## src/design/alid_pick.sv

```systemverilog
module alid_pick #(
	parameter int CHUNK = 8,
	parameter int DW    = 32
) (
	input  logic [CHUNK-1:0]         hit,
	input  logic [DW-1:0]            data [CHUNK],
	output logic                     any_hit,
	output logic [$clog2(CHUNK)-1:0] pick_idx,
	output logic [DW-1:0]            pick_data
);
	localparam int CIW = $clog2(CHUNK);

	always_comb begin
		any_hit   = 1'b0;
		pick_idx  = '0;
		pick_data = data[0];
		// walk down so the lowest set flag wins
		for (int j = CHUNK - 1; j >= 0; j--) begin
			if (hit[j]) begin
				any_hit   = 1'b1;
				pick_idx  = CIW'(j);
				pick_data = data[j];
			end
		end
	end

endmodule

```

## config.mk

```make
export PLATFORM = sky130hd
export DESIGN_NAME = alid_pick
export DESIGN_NICKNAME = d
export VERILOG_FILES = /design/src/design/alid_pick.sv
export SDC_FILE = /design/constraint.sdc
export NUM_CORES = 1
export LEC_CHECK = 0
export ABC_AREA = 1
export CAP_MARGIN = 30
export CORE_AREA = 2 2 117 119
export DETAILED_ROUTE_END_ITERATION = 10
export DIE_AREA = 0 0 119 121
export DONT_BUFFER_PORTS = 1
export GPL_ROUTABILITY_DRIVEN = 1
export MAX_ROUTING_LAYER = met4
export SLEW_MARGIN = 25
export SYNTH_ARGS = -nofsm -noshare
export SYNTH_HDL_FRONTEND = slang
export SYNTH_SLANG_ARGS = --single-unit
```

## constraint.sdc

```tcl
create_clock -name vclk -period 1.07
set_clock_uncertainty 0.15 [all_clocks]
set_input_delay 0.107 -clock vclk [all_inputs]
set_output_delay 0.107 -clock vclk [all_outputs]
set_load 0.05 [all_outputs]
```

==> run_results.csv <==
group,metric,value,unit
placed_design,place_congestion,0.833,
logic_synthesis,synth_most_common_cell,"nand2_1",
sta,max_slew.worst_pin.slew,0.331,ns
floorplanning,core,0.0131,mm^2
logic_synthesis,synthTopCellsByArea,"nand2_1 38%, nor2_1 13%, a21oi_1 12%, nand3_1 9.6%, a211oi_1 7.2%",
power_and_ir_drop,finalPower,1.83,mW
logic_synthesis,yosysWarnings,0,
flow_run,maxCapViolCount,0,
detailed_routing,post-route-drc-count,0,
cells_and_area,drive_gt1_share,22.3,%
placed_design,place.port_buffers,0,
detailed_routing,drt-initial-drc-count,253,
power_and_ir_drop,clkPwrFrac,0,%
logic_synthesis,netlist_area,0.00303,mm^2
sta,fin_crit,1.32,ns
logic_synthesis,yosys.area.top_type_share,38.4,%
global_route,grt_max_degree,67,
sta,setup_ws,-0.249,ns
outcome,status,"finished with violations",
global_route,antenna_found_initial,0,
cells_and_area,seqCellArea,0,um^2
logic_synthesis,ys_seq_area_share,0,%
critical_path,critPathCaptureType,"primary output",
logic_synthesis,ys_top_cells_by_count,"310 x nand2_1, 103 x nor2_1, 70 x a21oi_1",
floorplanning,die-width,119,um
detailed_routing,ant_nets,0,
detailed_routing,avgViaCountPerCell,5.26,
global_route,grt_util_all_layers,19.8,%
floorplanning,die_height,121,um
logic_synthesis,syn_area_per_cell,4.43,um^2
global_route,grt_pass1_vias,4125,
logic_synthesis,syn_inst,684,
logic_synthesis,syn-num-nets,948,
sta,hold_viol_final,0,
min_path,hold_start,"hit[0]",
floorplanning,num_rows,42,
detailed_routing,vias,4390,
power_and_ir_drop,power_frac_seq,0,%
floorplanning,ios,300,
cells_and_area,area_delta_synth_final,32.1,%
sta,slew_viol_final,0,
sta,setup_viol,35,
global_route,overflow,0,
sta,rsz0062_at_grt,"true",
global_route,grt_pass1_wl,22000,um
placed_design,dp.cells,828,
outcome,violations,"setup timing",
sta,fmax,758,MHz
floorplanning,dieArea,0.0144,mm^2
power_and_ir_drop,ir_worst_vdd,194,uV
power_and_ir_drop,power.leakage,1.89,nW
placed_design,dp_hpwl,11100,um
min_path,whs_endpoint,"pick_idx[0]",
cells_and_area,nClkBuffers,0,
critical_path,cp.required,0.81,ns
sta,period_share,123,%
critical_path,cp_max_fo,34,
power_and_ir_drop,switching_share,64.5,%
power_and_ir_drop,pwr_density_cell,456,mW/mm^2
power_and_ir_drop,p_switching,1.18,mW
power_and_ir_drop,p_int,0.649,mW
detailed_routing,post_drt_wl_per_cell,18.5,um
power_and_ir_drop,comb_power_share,100.0,%
detailed_routing,wl,15400,um
critical_path,start_kind,"input pin",
sta,timing.hold.ws,0.229,ns
cells_and_area,seq_cells,0,
logic_synthesis,synth.largest_area_cell,"nand2_1",
critical_path,arrival,1.06,ns
cells_and_area,fin_cells,834,
cells_and_area,layout.nets,924,
critical_path,timing_worst_setup_path_type,"input pin to primary output",
min_path,min_path_type,"input pin to primary output",
floorplanning,start_util,23.2,%
cells_and_area,antenna_cells,0,
logic_synthesis,ys_types,18,
min_path,hold_depth,2,
detailed_routing,dr.pass1.iters,5,
sta,setup_tns,-6.33,ns
sta,slew-limit-headroom,77.8,%
-- cell families after synthesis --
group	after synthesis	share of synthesized area (%)
buf+inv	92	14.5
simple gates	493	66.7
compound gates	99	18.7
-- how the worst max path moves through the flow --
stage / depth (start not counted) / to / start / slack [ns]
final: 6 / any_hit / hit[7] / -0.25
after global routing: 10 / pick_data[2] / hit[7] / -0.31
after CTS: 10 / pick_data[0] / hit[7] / -0.20
after detailed placement: 10 / pick_data[24] / hit[7] / -0.27
after global placement: 10 / pick_data[24] / hit[7] / -0.26
after floorplan: 5 / pick_idx[2] / hit[2] / -0.22
-- layout by cell type (no fill, tap or decap) --
cell type,n
nand2_8,2
a211oi_4,1
nor2_4,3
nand2_2,42
nand2_4,37
nand3_2,15
a21oi_1,67
inv_6,2
inv_1,29
inv_4,1
a21oi_2,1
bufbuf_16,1
buf_4,10
buf_12,14
nor2_2,1
nor2_1,100
nand2_1,238
nand3_1,49
buf_6,2
clkinv_8,2
inv_2,2
nor3_4,2
nand3_4,3
buf_8,1
clkbuf_16,2
nor2_8,1
a211oi_1,28
a21oi_4,2
-- metrics by stage --
step | cell area (um^2) | setup slack (ns) | util [%]
floorplan | 3440 | -0.217 | -
global placement | 3620 | -0.259 | 27.6
detailed placement | 3620 | -0.275 | 27.6
CTS | 3780 | -0.201 | 28.9
global route | 4000 | -0.313 | 30.6
finish | 4000 | -0.249 | 30.6
-- power groups by stage --
stage	combinational, mW	clock, mW	sequential, mW
5_1_grt	1.97	0	0
3_5_place_dp	1.65	0	0
3_3_place_gp	1.64	0	0
6_report	1.83	0	0
2_1_floorplan	1.59	0	0
4_1_cts	1.73	0	0
-- worst max-delay path, stage by stage --
cell and delay, ns:
nor2_8 0.15, clkbuf_16 0.22, buf_12 0.11, inv_6 0.03
nor3_4 0.21, nand3_4 0.22
-- metal layers --
| layer | share of wire, % | GRT usage (%) | up-vias |
|---|---|---|---|
| met5 | 0 | - | - |
| met3 | 7.2 | 2.35 | 46 |
| met4 | 4.0 | 7.14 | 0 |
| li1 | - | - | 2121 |
| met1 | 40 | 22.7 | 1946 |
| met2 | 49 | 35.5 | 277 |
-- cell type report --
class,count,area (um^2)
timing repair buffer,30,475
tap,176,220
fill,1484,9080
inverter,36,173
multi-input combinational,592,3140
-- what timing repair did --
| action | CTS | global route |
|---|---|---|
| endpoints found under the hold margin | 0 | 0 |
| pin swaps | 6 | 8 |
| gates cloned | 1 | 3 |
| endpoints found under the setup margin | 36 | 36 |
| hold buffers | 0 | 0 |
| buffers inserted | 1 | 1 |
| resized for setup | 31 | 39 |
Note: power is estimated with default switching activity, not from simulation.
