### src/design/alid_pkg.sv
package alid_pkg;

	typedef enum logic [2:0] {
		OP_CLEAR  = 3'd0,
		OP_APPEND = 3'd1,
		OP_INSERT = 3'd2,
		OP_DELETE = 3'd3,
		OP_SEARCH = 3'd4,
		OP_READ   = 3'd5
	} op_t;

	typedef enum logic {
		ST_IDLE,
		ST_SCAN
	} state_t;

	// Per-cycle command shared by every cell of the row
	typedef struct packed {
		logic wr;      // apply the list edit given by op
		logic load;    // capture match flag and entry into the scan chain
		logic shift;   // advance the scan chain by one chunk
		logic search;  // match on key (else match on position)
	} cell_ctl_t;

	localparam int IN_W  = 48;
	localparam int OUT_W = 48;

endpackage

### src/design/alid_cell.sv
module alid_cell #(
	parameter int DW = 32,
	parameter int CW = 7
) (
	input  logic              clk,
	input  alid_pkg::cell_ctl_t ctl,
	input  alid_pkg::op_t     op,
	input  logic [CW-1:0]     idx,
	input  logic [CW-1:0]     pos,
	input  logic [CW-1:0]     cnt,
	input  logic [DW-1:0]     value,
	input  logic [DW-1:0]     prev_entry,
	input  logic [DW-1:0]     next_entry,
	input  logic              scan_hit_in,
	input  logic [DW-1:0]     scan_data_in,
	output logic [DW-1:0]     entry,
	output logic              scan_hit,
	output logic [DW-1:0]     scan_data
);
	import alid_pkg::*;

	logic [DW-1:0] entry_q;
	logic          hit_q;
	logic [DW-1:0] sdata_q;

	always_ff @(posedge clk) begin
		if (ctl.wr) begin
			case (op)
				OP_APPEND: begin
					if (idx == cnt) entry_q <= value;
				end
				OP_INSERT: begin
					if (idx == pos) entry_q <= value;
					else if (idx > pos) entry_q <= prev_entry;
				end
				OP_DELETE: begin
					if (idx >= pos) entry_q <= next_entry;
				end
				default: begin
					entry_q <= entry_q;
				end
			endcase
		end
	end

	// Scan chain: load a snapshot, then move it toward cell 0 one chunk a cycle while shift is set
	always_ff @(posedge clk) begin
		if (ctl.load) begin
			hit_q   <= ctl.search ? ((idx < cnt) && (entry_q == value)) : (idx == pos);
			sdata_q <= entry_q;
		end else if (ctl.shift) begin
			hit_q   <= scan_hit_in;
			sdata_q <= scan_data_in;
		end
	end

	assign entry     = entry_q;
	assign scan_hit  = hit_q;
	assign scan_data = sdata_q;

endmodule

### config.mk
export PLATFORM = sky130hd
export DESIGN_NAME = alid_cell
export DESIGN_NICKNAME = d
export VERILOG_FILES = /design/src/design/alid_pkg.sv /design/src/design/alid_cell.sv
export SDC_FILE = /design/constraint.sdc
export NUM_CORES = 1
export LEC_CHECK = 0
export BUFFER_PORTS_ARGS = -buffer_cell sky130_fd_sc_hd__clkbuf_2
export CORE_MARGIN = 8
export CORE_UTILIZATION = 40
export DETAILED_ROUTE_END_ITERATION = 7
export MAX_ROUTING_LAYER = met4
export PLACE_DENSITY_LB_ADDON = 0.1
export SLEW_MARGIN = 0
export SYNTH_ARGS = -nofsm -noshare
export SYNTH_HDL_FRONTEND = slang
export SYNTH_SLANG_ARGS = --single-unit
export TNS_END_PERCENT = 50
### constraint.sdc
create_clock -name clk -period 4.95 [get_ports clk]
set_input_delay 0.2475 -clock clk [delete_from_list [all_inputs] [get_ports clk]]
set_output_delay 0.2475 -clock clk [all_outputs]
set_load 0.01 [all_outputs]
==> summary.txt <==
status: finished, final reports clean
Final min period: 2250 ps
Post-synth top cells: 65 x edfxtp_1, 64 x a22oi_1, 32 x mux2_2
post-synth top area cell: edfxtp_1
vias in the first global route: 3863
relative slew slack: 38.1%
CP Buf/Inv Count: 2
area growth from synthesis to layout: 37.6%
Final #Nets: 700
WL per Instance: 20.0 microns
largest net degree at the start of global routing: 37
RSZ-0062 raised after global routing: false
final hold viol count: 0
Post-Place Worst Slack: 2360 ps
DRT iter0 DRCs: 145
critical path required time: 5010 ps
Pwr per Cell Area: 274 nW/um^2
H-Tree Depth: 3
Max VDD drop: 0.149 mV
Synth Flop Type: edfxtp_1
count of input and output buffers: 222
post-CTS setup buffer count: 0
synth warn: 0
register area share after synthesis: 51.4%
final wirelength: 13.2 mm
drt drc: 0
CP most frequent cell: nor2_4
XOR/XNOR Fraction of Synth Area: 7.38%
CP delay by family, top: simple AND/OR/NAND/NOR gates
row count: 35
Achievable Freq: 0.445 GHz
Initial Util: 41.1%
Overflow after GRT: 0
max-slew violations: 0
Die W: 113 microns
HP Class: in -> reg
Slowest-stage cell, CP: nor2_4
die area: 12900 sq um
syn_nets: 485
Synth Area in Simple Gates: 4.15%
Avg Synthesized Cell Area: 12.1 sq um
first-pass GRT wire length: 20.0 mm
Setup Crit Path Kind: in -> reg
layout cells sized above 1: 51.8%
slowest cell delay on critical path: 730 ps
total negative slack: 0 ps
detailed placer's ending HPWL: 9.98 mm
P_leak: 2.31 nW
CTS clock-pin slew for the worst setup and hold paths: 80 ps
# IOs: 223
Total GRT Usage: 20.7%
mux contribution to synthesized area: 9.49%
# clock sinks: 65
Synth cell types: 31
fin worst setup slack: 2700 ps
die height: 113 microns
worst-path maximum fanout: 33
initial antenna violation count: 0
worst hold slack: 202 ps
final setup vio count: 0
post-synthesis cell area: 3800 sq um
largest family of logic cells by synthesized area: compound AO/OA/AOI/OAI gates
post-synthesis adder-cell area fraction: 4.61%
CTS tree: done
Placer Congestion: 0.831
CP cell instances: clkbuf_2, inv_1, ha_1, nand4_1, nor2_4, nor2_4, a22oi_1, o21ai_0
worst slew pin tran: 928 ps
cts hold-fix bufs: 0
crit path DAT: 2300 ps
EDFF count, synth: 65
Synth Register Bits: 65
TritonCTS Buffers: 9
Area contributors post-synth: edfxtp_1 51%, a22oi_1 13%, mux2_2 9.5%, xor2_1 6.9%, ha_1 4.6%
Max clock buf depth: 2
Root Buffer: clkbuf_8
top cell type's share of synthesized area: 51.4%
startpoint types: input pin
ANT cells: 0
Setup crit end kind: flip-flop
max_cap viols: 0
most numerous cell in the Yosys netlist: edfxtp_1
total number of vias: 3455
final clock skew: 13.5 ps
Vias/cell: 5.23
fraction of registers with async set/reset: 0%
Routed Antenna Nets: 0
Core Region: 9240 sq um
CTS resizes: 0
DRT Pass-1 Iters: 5
fin crit share: 45.4%
Synth Instances: 313
Clk Latency, worst-skew pair: 340 ps
compound-gate portion of the synthesized area: 19.2%
layer usage:
| metal | vias up | part of all wire, % | GRT usage (%) |
|---|---|---|---|
| met5 | - | 0 | - |
| met4 | 0 | 1.0 | 6.57 |
| met3 | 10 | 7.1 | 5.07 |
| met2 | 147 | 52 | 36.8 |
| met1 | 1631 | 40 | 22.3 |
| li1 | 1667 | - | - |
metrics by stage:
stage,util [%],instances,instance area [sq um],power [W]
6_report,56.6,660,5230,0.00143
5_1_grt,56.6,660,5230,0.00149
4_1_cts,56.6,660,5230,0.00145
3_5_place_dp,54.4,646,5030,0.000968
3_3_place_gp,54.4,646,5030,0.000960
2_1_floorplan,-,313,3800,0.000821
final timing paths:
check                       from            end  slack [ps]  cells after the start
hold reg to reg        entry[23]  scan_data[23]         640                      1
hold / removal    next_entry[23]      entry[23]         200                      3
setup / recovery          idx[0]      entry[12]        2700                      8
setup reg to reg        entry[7]       scan_hit        3060                      5
cells in the final DEF (no fill, tap or decap), types with 2 or more instances in the layout:
master	count
clkbuf_2	222
edfxtp_1	65
a22oi_1	64
mux2_2	32
xor2_1	30
o21ai_0	24
inv_1	14
ha_1	14
o21ai_1	9
clkbuf_8	9
nor4_1	7
nand4_1	4
nand3_1	3
nor2_4	2
nor2_1	2
a21o_1	2
a211oi_1	2
o31ai_1	2
a21oi_1	2
nand2_1	2
xnor2_1	2
clkinv_1	2
bufinv_16	2
buf_4	2
worst register-to-register path: stages (launching register included):
cell and delay [ps]:
edfxtp_1 430, xor2_1 170, nor4_1 370, nand4_1 210, or4_1 500, nand2_1 80
flip-flops by register name, indices dropped and copies added (netlist names):
name and cells:
entry 32, scan_data 32, scan_hit 1
power by group:
part | switching, W | total, W | internal (W) | leakage [nW]
clock | 0.000206 | 0.000480 | 0.000274 | 0.100
sequential | 0.0000206 | 0.000677 | 0.000656 | 0.621
combinational | 0.000143 | 0.000276 | 0.000133 | 1.59
total | 0.000370 | 0.00143 | 0.00106 | 2.31
cell type report:
class / instances / area, sq um
clock buffer: 9 / 124
clock inverter: 5 / 72.6
fill: 826 / 4010
inverter: 14 / 52.6
multi-input combinational: 214 / 1740
sequential: 65 / 1950
tap: 129 / 161
timing repair buffer: 224 / 1130
cells by family (layout without fill, tap and decap cells):
| family | after synthesis | count (layout) |
|---|---|---|
| simple gates | 28 | 28 |
| flops | 65 | 65 |
| mux | 32 | 32 |
| xor+xnor | 32 | 32 |
| compound gates | 108 | 108 |
| fa+ha+maj | 14 | 14 |
| buf+inv | 34 | 252 |
Note: power is estimated with default switching activity, not from simulation.
